**src/hw/rtl/rmq_pkg.sv**
```systemverilog
// ----------------------------------------------------------------------------
// rmq_pkg
// Shared types and constants for the rotation matrix to quaternion block.
// ----------------------------------------------------------------------------
package rmq_pkg;

  // element and component widths
  localparam int IN_W  = 16;
  localparam int MAG_W = 17;
  localparam int OUT_W = 16;

  // which component leads
  typedef enum logic [1:0] {
    BR_W = 2'd0,
    BR_X = 2'd1,
    BR_Y = 2'd2,
    BR_Z = 2'd3
  } branch_t;

  // classified numerators, in w/x/y/z order with the leading slot skipped
  typedef struct packed {
    logic [2:0]            neg;
    logic [2:0][MAG_W-1:0] mag;
    branch_t               br;
    logic                  clamped;
  } rmq_num_t;

  // queue status seen by both sides
  typedef struct packed {
    logic full;
    logic empty;
  } rmq_fifo_stat_t;

endpackage

```
**src/hw/rtl/rmq_fifo.sv**
```systemverilog
// ----------------------------------------------------------------------------
// rmq_fifo
// Small queue between the classify front and the arithmetic back.
// ----------------------------------------------------------------------------
module rmq_fifo #(
  parameter int W     = 64,
  parameter int DEPTH = 4
) (
  input  logic                    clk,
  input  logic                    rst,
  input  logic                    push,
  input  logic                    pop,
  input  logic [W-1:0]            din,
  output logic [W-1:0]            dout,
  output rmq_pkg::rmq_fifo_stat_t stat
);

  localparam int PW = $clog2(DEPTH);
  localparam int CW = $clog2(DEPTH + 1);

  logic [W-1:0]  mem [DEPTH];
  logic [PW-1:0] wr_ptr, rd_ptr;
  logic [CW-1:0] cnt;

  assign stat.full  = (cnt == CW'(DEPTH));
  assign stat.empty = (cnt == '0);
  assign dout       = mem[rd_ptr];

  // pointers and fill count
  always_ff @(posedge clk) begin
    if (rst) begin
      wr_ptr <= '0;
      rd_ptr <= '0;
      cnt    <= '0;
    end else begin
      if (push) wr_ptr <= PW'((wr_ptr + 1'b1) % DEPTH);
      if (pop)  rd_ptr <= PW'((rd_ptr + 1'b1) % DEPTH);
      cnt <= cnt + CW'(push) - CW'(pop);
    end
  end

  // storage
  always_ff @(posedge clk) begin
    if (push) mem[wr_ptr] <= din;
  end

endmodule

```
**config.mk**
```make
export PLATFORM = sky130hd
export DESIGN_NAME = rmq_fifo
export DESIGN_NICKNAME = d
export VERILOG_FILES = /design/src/hw/rtl/rmq_pkg.sv /design/src/hw/rtl/rmq_fifo.sv
export SDC_FILE = /design/constraint.sdc
export NUM_CORES = 1
export LEC_CHECK = 0
export BUFFER_PORTS_ARGS = -buffer_cell sky130_fd_sc_hd__buf_2
export CAP_MARGIN = 40
export CELL_PAD_IN_SITES_DETAIL_PLACEMENT = 0
export CELL_PAD_IN_SITES_GLOBAL_PLACEMENT = 2
export CORE_MARGIN = 1.5
export CORE_UTILIZATION = 45
export DETAILED_ROUTE_END_ITERATION = 6
export PLACE_DENSITY_LB_ADDON = 0.1
export REMOVE_ABC_BUFFERS = 1
export SYNTH_ARGS = -nofsm -noshare
export SYNTH_HDL_FRONTEND = slang
export SYNTH_SLANG_ARGS = --single-unit
```
**constraint.sdc**
```tcl
create_clock -name clk -period 5 [get_ports clk]
set_input_delay 1.5 -clock clk [delete_from_list [all_inputs] [get_ports clk]]
set_output_delay 1.5 -clock clk [all_outputs]
set_load 0.01 [all_outputs]
```
# == Word level (Yosys, flattened, before mapping) ==
# Memories as Yosys holds them, arrays and structs flattened. A register that Yosys moved wholly into a read port is not among the register bits.
# Cells that the tools add are included.
# word_totals
mem_bits_rw,256
regBits,7
elab_cells,14
input_bits,68
latch_bits,0
rom_bits,0
out_inout_bits,66
n_memories,1
# mem_list
memory,words,width,rd,rd_clocked_by_memory_dff,wr,line,source
mem,4,64,1,1,1,rmq_fifo.sv:21,logic [W-1:0] mem [DEPTH];
# op_classes
mul,0
n_reduce_logical,1
n_addsub,4
n_lt_le_gt_ge,0
eq_ne,1
n_mux,4
n_div,0
shift,0
bitwise_logic,0
# op_table
operator,n
"2-bit by 1-bit adder with 2-bit output, second input constant",2
2-bit 2-to-1 mux,2
3-bit by 1-bit adder with 3-bit output,1
"3-bit == test, second input constant",1
3-bit logical NOT,1
3-bit by 1-bit subtractor with 3-bit output,1
1-bit 2-to-1 mux,2

# == Depth between registers and ports, before layout ==
# logic_depth
word_depth,3
depth_mapped,7
mapped_depth_nobuf,7

# == Worst setup path after synthesis ==
# Ideal clock, no wire load.
# synth_path
path_kind,input -> register
from,input port push
to,memory mem[0][0] (enable)
setup_ps,429
path_buffers,0
t_required_ps,4571
cell_stages,1
setup_slack_ps,1565
arrival_ps,3007
cell_sequence,and2_1
# synth_between
elab_chain_cells,2
# synth_rtl
item,line,source
from (decl),rmq_fifo.sv:11,"input logic push,"
1-bit 2-to-1 mux,rmq_fifo.sv:44,if (push) mem[wr_ptr] <= din;
1-bit 2-to-1 mux (implied by the code),rmq_fifo.sv:44,
to (decl),rmq_fifo.sv:21,
# No other way between the ends.

==> results.tsv <==
stage	metric	value	unit
global_route	initial antenna violation count	1	
placement	GPL Wtd Cong	0.702	
timing	relative slew slack	58.5	%
synth	cells after synthesis	376	
timing	RSZ-0062 raised after global routing	no	
routing	WL per Instance	20.7	µm
die	IO Pins	134	
placement	Port Buf Inserts	133	
die	core footprint	0.0212	mm²
clocking	CTS resizes	0	
synth	sequential share of the synthesized area	80.7	%
clocking	hold buffers post-CTS	0	
setup_path	CP Max Fanout	29	
outcome	outcome	complete, no violations	
global_route	global-route wire length before repair	26500	µm
placement	HPWL after detailed placement	10000	µm
routing	Iteration-0 DRC Markers	180	
finish	synth-to-layout area growth	19.5	%
run	Max-Cap Viols	0	
clocking	post-CTS setup buffer count	0	
timing	FMAX	257	MHz
finish	Multi-input gate area	0.00170	mm²
synth	top_reg_cell synth	edfxtp_1	
routing	total number of vias	4313	
synth	post-synth cell types	22	
synth	synth top area cells	edfxtp_1, mux4_2, dfxtp_1	
timing	Slew Limit Fails	0	
timing	worst clock skew	0.0113	ns
synth	Synth top area share	78.9	%
clocking	CTS tree	done	
synth	Mean Syn Cell Area	25.9	µm²
min_path	Hold Path Class	reg2reg	
clocking	worst skew pair latency	0.52	ns
power	clock power share	39.4	%
timing	Final Cycle Share	77.9	%
setup_path	CP required	3.50	ns
routing	# DRC	0	
die	Die Span Y	150	µm
clocking	Reg clk slew, reported paths	0.06	ns
setup_path	CP arrival	2.39	ns
die	# rows	53	
timing	post-layout min period	3.89	ns
placement	worst slack, placed	1.56	ns
timing	setup TNS	0	ns
finish	layout cells sized above 1	44.3	%
setup_path	crit path kind	reg2out	
timing	Least-Margin Pin Slew	0.622	ns
power	Switching Fraction	20.7	%
finish	NumNets Final	606	
global_route	Global Route Usage Sum	15.8	%
power	sequential share of power	51.5	%
clocking	TritonCTS Sinks	265	
power	net switching power	1050	µW
finish	register area	0.00788	mm²
finish	antenna cell count	0	
clocking	Max Root-Sink Buffers	3	
routing	first drt pass iteration count	4	
synth	Mapped Area	0.00975	mm²
clocking	CTS Root Cell	clkbuf_16	
power	Max VDD drop	248	µV
clocking	Inserted Clock Buffers	27	
power	Leakage	0.00396	µW
synth	largest area contributor in the synthesized netlist	edfxtp_1	
routing	Post-DRT Antenna Nets	0	
finish	FILL cells	1647	
timing	Final setup violation count	0	
global_route	pin count of the biggest net entering global routing	52	
synth	EDFF count, synth	256	
synth	Synthesis Warnings	0	
routing	drt total wl	17000	µm
timing	final setup margin	1.11	ns
synth	Yosys reg bits	265	
power	Comb pwr share	9.1	%
die	die area	0.0226	mm²
global_route	grt ovf	0	
power	Power Internal	3990	µW
setup_path	nature of the critical path startpoint	register	
die	starting density of the core	46.1	%
timing	Hold Fails Final Rpt	0	
die	Die W	150	µm
setup_path	Setup crit end kind	output pin	
power	Pwr Density	432	mW/mm²
routing	Via-to-Cell Ratio	5.23	
clocking	CTS H-tree lvls	1	
synth	Post-synth ARST share	0	%
global_route	number of global-route vias before repair	4836	
cell type report:
type,count,share of cell area (%)
flip-flops and latches,265,67.6
multi-input cells,91,14.6
inverters,6,0.193
repair buffers,140,7.13
clock buffers,33,6.16
well taps,275,2.95
clock inverters,14,1.38
layout by cell type, fill, tap and decap left out, types with 2 or more instances in the layout:
cell type,Yosys,layout
and2_4,0,4
nor2_1,5,5
bufinv_16,0,4
dfxtp_1,9,7
nor2b_1,2,2
clkbuf_8,0,2
clkbuf_1,0,4
xnor2_1,2,2
inv_1,6,6
mux4_1,4,4
dfxtp_4,0,2
buf_2,6,133
ha_1,6,6
edfxtp_1,256,256
buf_16,0,5
mux4_2,60,60
clkinv_1,0,7
clkinv_2,0,3
clkbuf_16,0,27
registers in the layout, summed over array words and instances (netlist names), named ones only:
signal,count
mem,256
cnt,3
wr_ptr,2
rd_ptr,2
path summary, 6_finish.rpt:
kind / start / end / slack, ns / depth (start not counted)
worst min-delay path: rd_ptr[0]$_SDFFE_PP0P_ / register / 0.54 / 2
worst max register to register: cnt[0]$_SDFF_PP0_ / cnt[2]$_SDFF_PP0_ / 3.26 / 7
worst max-delay path: register / dout[60] / 1.11 / 3
worst min register to register: rd_ptr[0]$_SDFFE_PP0P_ / register / 0.54 / 2
cell families after synthesis:
group | count (synthesis) | share of synthesized area, %
AOI/OAI and AO/OA | 2 | 0.154
buffers and inverters | 20 | 1.94
and+or+nand+nor | 14 | 0.770
adders and majority gates | 7 | 0.975
DFF | 265 | 80.7
muxes | 65 | 15.0
xor gates and xnor gates | 3 | 0.424
power by group through the flow:
stage	registers [µW]	logic, µW	clock network, µW
finish	2600	458	1990
detailed placement	2650	472	0
floorplan	2650	254	0
CTS	2600	474	2030
global placement	2650	439	0
global route	2610	506	2120
routing by layer:
metal | GRT usage (%) | up-vias | share of wire [%] | routed length, µm
li1 | - | 1919 | - | -
met1 | 20.2 | 2259 | 41 | 7070
met2 | 27.1 | 106 | 51 | 8670
met3 | 3.97 | 29 | 5.9 | 1000
met4 | 4.22 | 0 | 1.8 | 303
met5 | 0 | - | 0 | 0
critical path, stage by stage, from the launching register on:
cell	delay (ns)
dfxtp_4	0.75
buf_4	0.38
mux4_1	0.57
buf_2	0.15
synth_stat cells (all sizes together), types with 2 or more instances:
| library cell | instances |
|---|---|
| inv | 6 |
| xnor2 | 2 |
| and2 | 4 |
| edfxtp | 256 |
| ha | 6 |
| buf | 13 |
| nor2 | 5 |
| mux4 | 64 |
| dfxtp | 9 |
| nor2b | 2 |
through the flow:
stage | hold WS [ns] | instances | instance area [µm²] | utilization (%) | total power [µW]
floorplan | 0.492 | 362 | 9580 | - | 2910
global placement | 0.500 | 772 | 10600 | 50.3 | 3090
detailed placement | 0.531 | 777 | 10800 | 50.9 | 3120
CTS | 0.543 | 824 | 11700 | 55.1 | 5100
global route | 0.575 | 824 | 11700 | 55.1 | 5230
finish | 0.535 | 824 | 11700 | 55.1 | 5040
(Power assumes the default switching activity.)
