[src/hw/rtl/rmq_pkg.sv]
// ----------------------------------------------------------------------------
// rmq_pkg
// Shared types and constants for the rotation matrix to quaternion block.
// ----------------------------------------------------------------------------
package rmq_pkg;

  // element and component widths
  localparam int IN_W  = 16;
  localparam int MAG_W = 17;
  localparam int OUT_W = 16;

  // which component leads
  typedef enum logic [1:0] {
    BR_W = 2'd0,
    BR_X = 2'd1,
    BR_Y = 2'd2,
    BR_Z = 2'd3
  } branch_t;

  // classified numerators, in w/x/y/z order with the leading slot skipped
  typedef struct packed {
    logic [2:0]            neg;
    logic [2:0][MAG_W-1:0] mag;
    branch_t               br;
    logic                  clamped;
  } rmq_num_t;

  // queue status seen by both sides
  typedef struct packed {
    logic full;
    logic empty;
  } rmq_fifo_stat_t;

endpackage

[src/hw/rtl/rmq_if.sv]
// ----------------------------------------------------------------------------
// rmq_in_if / rmq_out_if
// Valid/ready channels for matrix words and quaternion words.
// ----------------------------------------------------------------------------
interface rmq_in_if;
  logic               valid;
  logic               ready;
  logic signed [15:0] m00;
  logic signed [15:0] m01;
  logic signed [15:0] m02;
  logic signed [15:0] m10;
  logic signed [15:0] m11;
  logic signed [15:0] m12;
  logic signed [15:0] m20;
  logic signed [15:0] m21;
  logic signed [15:0] m22;

  modport source (output valid, m00, m01, m02, m10, m11, m12, m20, m21, m22,
                  input ready);
  modport sink   (input valid, m00, m01, m02, m10, m11, m12, m20, m21, m22,
                  output ready);
endinterface


[src/hw/rtl/rmq_front.sv]
// ----------------------------------------------------------------------------
// rmq_front
// Accepts a matrix word, picks the branch, forms the square-root argument
// and the three signed numerators.
// ----------------------------------------------------------------------------
module rmq_front #(
  parameter int FRAC_BITS = 14,
  parameter int ARG_W     = 19
) (
  rmq_in_if.sink                 mat,
  input  rmq_pkg::rmq_fifo_stat_t stat,
  output logic                   push,
  output rmq_pkg::rmq_num_t      num,
  output logic [ARG_W-1:0]       arg
);

  localparam int SW = ARG_W + 1;
  localparam logic signed [SW-1:0] ONE_S = SW'(1) << FRAC_BITS;

  logic signed [SW-1:0] e00, e11, e22, tr, a_raw;
  logic signed [rmq_pkg::MAG_W-1:0] dx, dy, dz, s01, s02, s12;
  logic signed [rmq_pkg::MAG_W-1:0] n [3];
  rmq_pkg::branch_t br;

  // handshake: take a word whenever the queue has room
  assign mat.ready = !stat.full;
  assign push      = mat.valid && !stat.full;

  // trace and branch choice
  assign e00 = SW'($signed(mat.m00));
  assign e11 = SW'($signed(mat.m11));
  assign e22 = SW'($signed(mat.m22));
  assign tr  = e00 + e11 + e22;

  always_comb begin
    if (tr > 0) begin
      br    = rmq_pkg::BR_W;
      a_raw = tr + ONE_S;
    end else if (e00 > e11 && e00 > e22) begin
      br    = rmq_pkg::BR_X;
      a_raw = ONE_S + e00 - e11 - e22;
    end else if (e11 > e22) begin
      br    = rmq_pkg::BR_Y;
      a_raw = ONE_S + e11 - e00 - e22;
    end else begin
      br    = rmq_pkg::BR_Z;
      a_raw = ONE_S + e22 - e00 - e11;
    end
  end

  // clamp a non-positive argument to one lsb
  assign arg         = (a_raw <= 0) ? ARG_W'(1) : a_raw[ARG_W-1:0];
  assign num.clamped = (a_raw <= 0);
  assign num.br      = br;

  // off-diagonal sums and differences
  assign dx  = rmq_pkg::MAG_W'($signed(mat.m21)) - rmq_pkg::MAG_W'($signed(mat.m12));
  assign dy  = rmq_pkg::MAG_W'($signed(mat.m02)) - rmq_pkg::MAG_W'($signed(mat.m20));
  assign dz  = rmq_pkg::MAG_W'($signed(mat.m10)) - rmq_pkg::MAG_W'($signed(mat.m01));
  assign s01 = rmq_pkg::MAG_W'($signed(mat.m01)) + rmq_pkg::MAG_W'($signed(mat.m10));
  assign s02 = rmq_pkg::MAG_W'($signed(mat.m02)) + rmq_pkg::MAG_W'($signed(mat.m20));
  assign s12 = rmq_pkg::MAG_W'($signed(mat.m12)) + rmq_pkg::MAG_W'($signed(mat.m21));

  // numerators for the non-leading slots, in component order
  always_comb begin
    case (br)
      rmq_pkg::BR_W: begin
        n[0] = dx;  n[1] = dy;  n[2] = dz;
      end
      rmq_pkg::BR_X: begin
        n[0] = dx;  n[1] = s01; n[2] = s02;
      end
      rmq_pkg::BR_Y: begin
        n[0] = dy;  n[1] = s01; n[2] = s12;
      end
      default: begin
        n[0] = dz;  n[1] = s02; n[2] = s12;
      end
    endcase
  end

  // split into sign and magnitude
  always_comb begin
    for (int i = 0; i < 3; i++) begin
      num.neg[i] = n[i][rmq_pkg::MAG_W-1];
      num.mag[i] = n[i][rmq_pkg::MAG_W-1] ? rmq_pkg::MAG_W'(-n[i])
                                           : rmq_pkg::MAG_W'(n[i]);
    end
  end

endmodule

[src/flat_wrapper.sv]
// flat-port wrapper written by rule: the top's interface ports become plain ports
module rmq_front_flat 
#(
  parameter int FRAC_BITS = 14,
  parameter int ARG_W     = 19
)
  (stat, push, num, arg, mat_valid, mat_m00, mat_m01, mat_m02, mat_m10, mat_m11, mat_m12, mat_m20, mat_m21, mat_m22, mat_ready);
  rmq_in_if mat_i ();
  input  rmq_pkg::rmq_fifo_stat_t stat;
  output logic push;
  output rmq_pkg::rmq_num_t num;
  output logic [ARG_W-1:0] arg;
  input wire logic [$bits(mat_i.valid)-1:0] mat_valid;
  input wire logic [$bits(mat_i.m00)-1:0] mat_m00;
  input wire logic [$bits(mat_i.m01)-1:0] mat_m01;
  input wire logic [$bits(mat_i.m02)-1:0] mat_m02;
  input wire logic [$bits(mat_i.m10)-1:0] mat_m10;
  input wire logic [$bits(mat_i.m11)-1:0] mat_m11;
  input wire logic [$bits(mat_i.m12)-1:0] mat_m12;
  input wire logic [$bits(mat_i.m20)-1:0] mat_m20;
  input wire logic [$bits(mat_i.m21)-1:0] mat_m21;
  input wire logic [$bits(mat_i.m22)-1:0] mat_m22;
  output wire logic [$bits(mat_i.ready)-1:0] mat_ready;
  assign mat_i.valid = mat_valid;
  assign mat_i.m00 = mat_m00;
  assign mat_i.m01 = mat_m01;
  assign mat_i.m02 = mat_m02;
  assign mat_i.m10 = mat_m10;
  assign mat_i.m11 = mat_m11;
  assign mat_i.m12 = mat_m12;
  assign mat_i.m20 = mat_m20;
  assign mat_i.m21 = mat_m21;
  assign mat_i.m22 = mat_m22;
  assign mat_ready = mat_i.ready;
  rmq_front #(.FRAC_BITS(FRAC_BITS), .ARG_W(ARG_W)) u_core (.mat(mat_i), .stat(stat), .push(push), .num(num), .arg(arg));
endmodule
[config.mk]
export PLATFORM = sky130hd
export DESIGN_NAME = rmq_front_flat
export DESIGN_NICKNAME = d
export VERILOG_FILES = /design/src/hw/rtl/rmq_pkg.sv /design/src/hw/rtl/rmq_if.sv /design/src/hw/rtl/rmq_front.sv /design/src/flat_wrapper.sv
export SDC_FILE = /design/constraint.sdc
export NUM_CORES = 1
export LEC_CHECK = 0
export ABC_AREA = 1
export BUFFER_PORTS_ARGS = -buffer_cell sky130_fd_sc_hd__buf_2
export CAP_MARGIN = 15
export CORE_ASPECT_RATIO = 0.7
export CORE_UTILIZATION = 50
export DETAILED_ROUTE_END_ITERATION = 10
export PLACE_DENSITY = 0.69
export SLEW_MARGIN = 20
export SYNTH_ARGS = -nofsm -noshare
export SYNTH_HDL_FRONTEND = slang
export SYNTH_SLANG_ARGS = --single-unit
[constraint.sdc]
create_clock -name vclk -period 8.05
set_input_delay 1.2075 -clock vclk [all_inputs]
set_output_delay 1.2075 -clock vclk [all_outputs]
set_load 0.05 [all_outputs]
* Yosys cells after proc, flatten, opt, wreduce, memory -nomap -nowiden
Cells that the tools add are included.
** Storage, ports and cells
- Register bits :: 0
- Bits in latches :: 0
- Bits in writable memories :: 0
- Bits in read-only memories :: 0
- Bits of input ports :: 147
- Output and inout bits :: 78
- Word-level logic and storage cells :: 43
- Memories :: 0
** Operators by class
- Add/sub/neg operators :: 21
- Multipliers :: 0
- Div/mod/pow operators :: 0
- Magnitude comparators :: 5
- Eq/ne operators :: 2
- Shift-type cells :: 0
- Muxes and demuxes :: 11
- Bitwise logic cells :: 0
- Reduce and logical (&&, ||, !) cells :: 4
** Operator list (number)
- case mux 51 bit (3 select lines) :: 1
- adder 16 x 16 -> 17 bit :: 4
- two-way mux 20 bit :: 3
- subtractor 20 x 16 -> 20 bit :: 3
- subtractor 17 x 16 -> 18 bit :: 3
- adder 16 x 16 -> 17 bit (first input constant) :: 3
- two-way mux 17 bit :: 3
- negation 17 bit :: 3
- subtractor 16 x 16 -> 17 bit :: 3
- > comparator 16 bit :: 3
- adder 20 x 16 -> 20 bit (second input constant) :: 1
- > comparator 20 x 1 -> 1 bit (second input constant) :: 1
- <= comparator 20 x 1 -> 1 bit (second input constant) :: 1
- two-way mux 19 bit :: 1
- adder 17 x 16 -> 18 bit :: 1
- two-way mux 2 bit :: 2
- equality test 2 x 1 -> 1 bit (second input constant) :: 1
- equality test 2 bit (second input constant) :: 1
- logical AND 1 bit :: 2
- logical NOT 2 bit :: 1
- logical NOT 1 bit :: 1
- two-way mux 1 bit :: 1

* Depth between registers and ports, before layout
Gate-level depths: netlist (run 1).
- Word-level depth :: 8
- Gate-level depth with buffers :: 38
- Gate-level depth less buffers :: 37

* Worst setup path after synthesis (run 1)
No wires, ideal clock.
- Path kind :: in2out
- From :: input port mat_m11[1]
- To :: output port arg[10]
- Arrival :: 5965 ps
- Data required time :: 6843 ps
- Setup slack :: 878 ps
- Stages :: 37
- Buffers on the path :: 1
- Cell sequence :: inv_1 ha_1 ha_1 fa_1 a21oi_1 o21bai_1 nand2_1 nand2_1 nand2_1 nand2_1 a21oi_1 o21ai_0 nand3_1 nand2_1 a2111oi_0 a21oi_1 inv_1 ha_1 inv_1 nor3_1 nand2_1 nor2_1 nand2_1 o211ai_1 nand2_1 inv_1 o21ai_0 nand2_1 nand2_1 nand2_1 nand2_1 nand2_1 nor2_1 nand3_2 nand2_2 buf_6 nor2_1
** RTL lines
- start, declared :: RTL line flat_wrapper.sv:18 : input wire logic [$bits(mat_i.m11)-1:0] mat_m11;
- end, declared :: RTL line flat_wrapper.sv:12 : output logic [ARG_W-1:0] arg;

==> metrics.md, run 1 <==
| Metric | Value |
|---|---|
| Critical Path Sink Type | primary output |
| GRT Total Usage | 0.367 |
| Share of layout cells above drive strength 1 | 0.131 |
| 1st-iter DRT viols | 2129 |
| Yosys warnings | 0 |
| GPL Wtd Cong | 1.04 |
| Top cell type's share of synthesized area | 0.231 |
| ANT nets after route | 0 |
| Mapped Avg Cell Area | 5.88 µm² |
| Crit-path max cell delay | 0.50 ns |
| Die area | 0.0329 mm² |
| Setup ws final | 0.126 ns |
| Largest net degree at the start of global routing | 40 |
| Vias in the first global route | 17000 |
| Required time of the critical path | 6.84 ns |
| Filler cell count | 3241 |
| Hold Path Depth | 3 |
| Multi-input logic area | 0.0140 mm² |
| CLK BUF | 0 |
| Crit-path slowest cell | fa_1 |
| HPWL Detailed | 54.9 mm |
| Area leader, netlist | ha_1 |
| WHS Endpoint | mat_ready |
| Worst slack, placed | 0.0825 ns |
| # rows | 54 |
| Nets@finish | 3462 |
| TritonRoute pass-1 iters | 6 |
| Hold Crit Start | stat[1] |
| PwrDens | 236 mW/mm² |
| Max FO, Critical Path | 26 |
| First-pass GRT wire length | 95.2 mm |
| Placed Area | 0.0179 mm² |
| Hold Path Class | in2out |
| Final Hold Viols | 0 |
| WL/cell | 18.4 µm |
| Die height | 152 µm |
| Total Routed Length | 62.7 mm |
| Hold slack final | 2.73 ns |
| Post-layout min period | 7.92 ns |
| Pleak | 0.0106 µW |
| Number of port buffers | 224 |
| Layout area overhead | 12.8% |
| Congestion Overflow GR | 0 |
| Ports | 225 |
| Worst Path Class, Setup | in2out |
| Via density | 5.63 |
| Seq cells | 0 |
| DRC | 0 |
| Die Wd | 216 µm |
| Reg area | 0 µm² |
| Critical Path AT | 6.72 ns |
| Slew Viols, Final | 0 |
| Core footprint | 0.0314 mm² |
| Slew margin rel. | 0.373 |
| Worst-Margin Slew | 0.940 ns |
| Synth Net Count | 3218 |
| Crit path launch type | primary input |
| Initial antenna violation count | 1 |
| Vias | 19100 |
| Final setup viols | 0 |
| Share of the yosys chip area belonging to registers | 0 |
| Post-route cell area | 0.0182 mm² |
| Final worst-path cycle share | 0.984 |
| Hold_buf cts | 0 |
| Maximum vdd ir drop | 0.329 mV |
| Yosys cell types | 54 |
| Fmax | 0.126 GHz |
| Status | finished clean |
| Top cells by area, synth | ha_1 (23%), nand2_1 (15%), inv_1 (11%) |
| Initial Util | 0.512 |
| Mapped Cells | 2738 |
| Cell area after synthesis | 0.0161 mm² |
| Max_cap viols | 0 |
## synth_stat cells, drive strengths merged
library cell    n
o22ai           2
nor4            1
a31o            1
ha            297
fa             36
o2111ai         1
a21boi          8
a22oi           4
a21o           14
o31ai           4
or2             7
clkbuf         20
and2            2
xnor2          33
a21oi         197
o221ai          1
nor2          237
o21ai         107
nand3         237
o311a           1
nor3           37
o21bai         30
a221oi          1
o22a            2
xor2          140
a2111oi         1
a211oi          3
inv           495
buf            38
nand2         648
o21a            7
nand3b         12
a31oi          19
o211ai         27
and3            4
o211a           3
nand4          61
## layout by cell type (no fill, tap or decap), drive strengths merged, types with 3 or more instances in the layout
| cell type | n |
|---|---|
| o211ai | 27 |
| nand3 | 237 |
| o21bai | 30 |
| a22oi | 4 |
| a21oi | 197 |
| ha | 297 |
| and3 | 4 |
| nand2 | 648 |
| o21a | 7 |
| clkbuf | 8 |
| nor3 | 37 |
| o31ai | 4 |
| inv | 495 |
| xor2 | 140 |
| a31oi | 19 |
| fa | 36 |
| o211a | 3 |
| nand4 | 61 |
| nand3b | 12 |
| a21boi | 8 |
| nor2 | 237 |
| a21o | 14 |
| a211oi | 3 |
| buf | 292 |
| o21ai | 107 |
| xnor2 | 33 |
| or2 | 7 |
## per-stage QoR
stage,power [µW],instances,utilization,TNS [ns]
floorplan,2940,2738,-,0
CTS,4100,3394,0.570,0
detailed placement,4080,3394,0.570,0
global placement,4050,3394,0.570,0
global route,4600,3401,0.578,-0.273
finish,4280,3401,0.578,0
## logic make-up (layout without fill, tap and decap cells)
group           Yosys count  after routing  synth area share
fa+ha+maj               333            333             0.276
compound gates          433            433             0.156
xor+xnor                173            173            0.0941
buf+inv                 553            795             0.139
simple gates           1246           1246             0.335
other cells               0              1                 0
## worst max path at each step
stage	start	end	slack, ns
4_1_cts	mat_m22[1]	num[53]	0.06
5_1_grt	mat_m22[1]	num[32]	-0.04
2_1_floorplan	mat_m11[1]	arg[10]	0.88
3_3_place_gp	mat_m22[1]	num[53]	0.12
3_5_place_dp	mat_m22[1]	num[53]	0.08
6_report	mat_m22[1]	num[53]	0.13
## cell type report
cell class,count,area share
Multi-Input combinational cell,2185,0.772
Tap cell,420,0.0289
Inverter,495,0.103
Timing Repair Buffer,300,0.0959
Antenna cell,1,0.000138
## repair_timing
action / CTS / global route
endpoints found under the setup margin: 0 / 68
resized for setup: 0 / 53
buffers inserted: 0 / 6
## critical path: cells and delay by family
kind | cells | cell delay [ns]
buffers and inverters | 6 | 1.03
XOR/XNOR | 1 | 0.18
AND/OR/NAND/NOR | 21 | 2.90
adder cells (fa/ha/maj) | 4 | 1.38
## routing by layer
layer	track usage	wire length, µm	up-vias	share of wire
li1	-	-	9359	-
met1	0.583	31300	8762	0.50
met2	0.485	22800	981	0.36
met3	0.104	7850	32	0.13
met4	0.0392	773	0	0.012
met5	0	0	-	0
## power breakdown
group / switching [µW] / internal (µW) / total (µW)
logic: 3020 / 1260 / 4280
clock network: 0 / 0.0000166 / 0.0000166
registers: 0 / 0 / 0
No activity file was read; power rests on OpenSTA's default activity.
==> run 2: changes to the inputs <==
--- a/config.mk
+++ b/config.mk
@@ -6,12 +6,13 @@
 export NUM_CORES = 1
 export LEC_CHECK = 0
 export ABC_AREA = 1
+export ABC_CLOCK_PERIOD_IN_PS = 8050
 export BUFFER_PORTS_ARGS = -buffer_cell sky130_fd_sc_hd__buf_2
 export CAP_MARGIN = 15
 export CORE_ASPECT_RATIO = 0.7
 export CORE_UTILIZATION = 50
 export DETAILED_ROUTE_END_ITERATION = 10
-export PLACE_DENSITY = 0.69
+export PLACE_DENSITY_LB_ADDON = 0.05
 export SLEW_MARGIN = 20
 export SYNTH_ARGS = -nofsm -noshare
 export SYNTH_HDL_FRONTEND = slang
==> run 2 against run 1 <==
Sequential share of layout area stayed put. Wire length is 0.77% lower. Setup slack better by 0.049 ns. Critical endpoint is now arg[16].
==> metrics.md, run 2 (synthesis gave the netlist of run 1 again) <==
| Metric | Value |
|---|---|
| Status | finished clean (unchanged) |
| Core footprint | 0.0314 mm² (unchanged) |
| Maximum vdd ir drop | 0.347 mV (was 0.329 mV) |
| Layer with the highest usage | met1 (unchanged) |
| PwrDens | 236 mW/mm² (about the same) |
| Ports | 225 (unchanged) |
| Die area | 0.0329 mm² (unchanged) |
| Crit-path slowest cell | fa_1 (unchanged) |
| Largest net degree at the start of global routing | 47 (was 40) |
| Placed Area | 0.0179 mm² (about the same) |
| Setup_tns | 0 ns (unchanged) |
| GR Layer Usage met3 | 0.0863 (was 0.104) |
| # rows | 54 (unchanged) |
| Nets@finish | 3463 (was 3462) |
| Pleak | 0.0107 µW (was 0.0106 µW) |
| Congestion Overflow GR | 0 (unchanged) |
| Hold Path Class | in2out (unchanged) |
| Worst Path Class, Setup | in2out (unchanged) |
| First-pass GRT wire length | 93.9 mm (was 95.2 mm) |
| GPL Wtd Cong | 1.04 (about the same) |
| Crit path launch type | primary input (unchanged) |
| Commonest non-fill, non-tap cell in the layout | nand2_1 (unchanged) |
| Via density | 5.61 (was 5.63) |
| Worst path most repeated cell | nand2_1 |
| TritonRoute pass-1 iters | 6 (unchanged) |
| Worst-Margin Slew | 0.944 ns (was 0.940 ns) |
| HPWL Detailed | 54.3 mm (was 54.9 mm) |
| 1st-iter DRT viols | 2370 (was 2129) |
| Final setup viols | 0 (unchanged) |
| Reg area | 0 µm² (unchanged) |
| Critical Path Sink Type | primary output (unchanged) |
| Hold_buf cts | 0 (unchanged) |
| Vias | 19100 (about the same) |
| Die height | 152 µm (unchanged) |
| Crit-path max cell delay | 0.43 ns (was 0.50 ns) |
| Post-route cell area | 0.0182 mm² (about the same) |
| Initial Util | 0.512 (unchanged) |
| ANT nets after route | 0 (unchanged) |
| DP Cell Count | 3395 (was 3394) |
| Slew margin rel. | 0.370 (was 0.373) |
| Post-layout min period | 7.88 ns (was 7.92 ns) |
| Seq cells | 0 (unchanged) |
| Filler cell count | 3321 (was 3241) |
| WL/cell | 18.3 µm (was 18.4 µm) |
| Final std cells w/o fill | 3402 (was 3401) |
| Slew Viols, Final | 0 (unchanged) |
| Critical Path AT | 6.67 ns (was 6.72 ns) |
| Power Total | 4310 µW (was 4280 µW) |
| Final Hold Viols | 0 (unchanged) |
| GRT Total Usage | 0.362 (was 0.367) |
| Initial antenna violation count | 2 (was 1) |
| Total Routed Length | 62.2 mm (was 62.7 mm) |
| Multi-input logic area | 0.0140 mm² (about the same) |
| Vias in the first global route | 17000 (about the same) |
| Met2 Track Usage GR | 0.486 (was 0.485) |
| GR met1 Demand/Resource | 0.582 (was 0.583) |
| Final worst-path cycle share | 0.978 (was 0.984) |
| Leading cell types in the layout, fill and taps excluded | nand2_1 (639), inv_1 (485), ha_1 (294) (was nand2_1 (639), inv_1 (486), ha_1 (292)) |
| CLK BUF | 0 (unchanged) |
| Required time of the critical path | 6.84 ns (about the same) |
| DRC | 0 (unchanged) |
| Number of port buffers | 224 (unchanged) |
| Share of layout cells above drive strength 1 | 0.131 (about the same) |
| Layout area overhead | 13.3% (was 12.8%) |
| Die Wd | 216 µm (unchanged) |
| Max_cap viols | 0 (unchanged) |
| Fmax | 0.127 GHz (was 0.126 GHz) |
| Max FO, Critical Path | 4 (was 26) |
==> run 2: cell count changes in the layout (fill, tap and decap cells not counted), moves of 3 or more <==
cell,delta
buf_2,-12
clkbuf_4,+11
buf_6,+3
nand3_1,-3
buf_4,-4
==> run 2: layout make-up <==
| cell class | instances | area share |
|---|---|---|
| Multi-Input combinational cell | 2186 | 0.770 |
| Inverter | 495 | 0.102 |
| Timing Repair Buffer | 300 | 0.0991 |
| Tap cell | 420 | 0.0288 |
| Antenna cell | 1 | 0.000137 |
==> run 2: what timing repair did <==
| action | in CTS | in global routing |
|---|---|---|
| resized for setup | 0 | 71 |
| buffers inserted | 0 | 5 |
| setup endpoints to repair | 0 | 63 |
==> run 2: worst max-delay path, delay by kind of cell <==
kind / cells / cell delay (ns)
AO/OA/AOI/OAI: 11 / 1.97
AND/OR/NAND/NOR: 15 / 1.39
adder cells (fa/ha/maj): 4 / 1.28
buffers and inverters: 7 / 0.80
==> run 2: final timing paths <==
path / from / end / slack, ns / cells past startpoint
setup / recovery: mat_m11[1] / arg[16] / 0.17 / 37
hold / removal: stat[1] / mat_ready / 2.73 / 3
==> run 2: where the power goes <==
| part | internal (µW) | switching [µW] | leakage (µW) | total, µW |
|---|---|---|---|---|
| registers | 0 | 0 | 0 | 0 |
| logic | 1290 | 3020 | 0.0107 | 4310 |
| clock network | 0.00000313 | 0 | 0.00000000938 | 0.00000314 |
==> run 2: per-layer routing <==
layer	wire, µm	part of all wire
met3	8330	0.13
met2	22600	0.36
met1	30600	0.49
met5	0	0
met4	602	0.0097
==> run 2: metrics by stage <==
step / hold WS [ns] / setup slack (ns) / util
4_1_cts: 2.73 / 0.127 / 0.571
3_3_place_gp: 2.72 / 0.230 / 0.571
6_report: 2.73 / 0.175 / 0.581
3_5_place_dp: 2.73 / 0.149 / 0.571
2_1_floorplan: 2.59 / 0.878 / -
5_1_grt: 2.74 / -0.0794 / 0.580
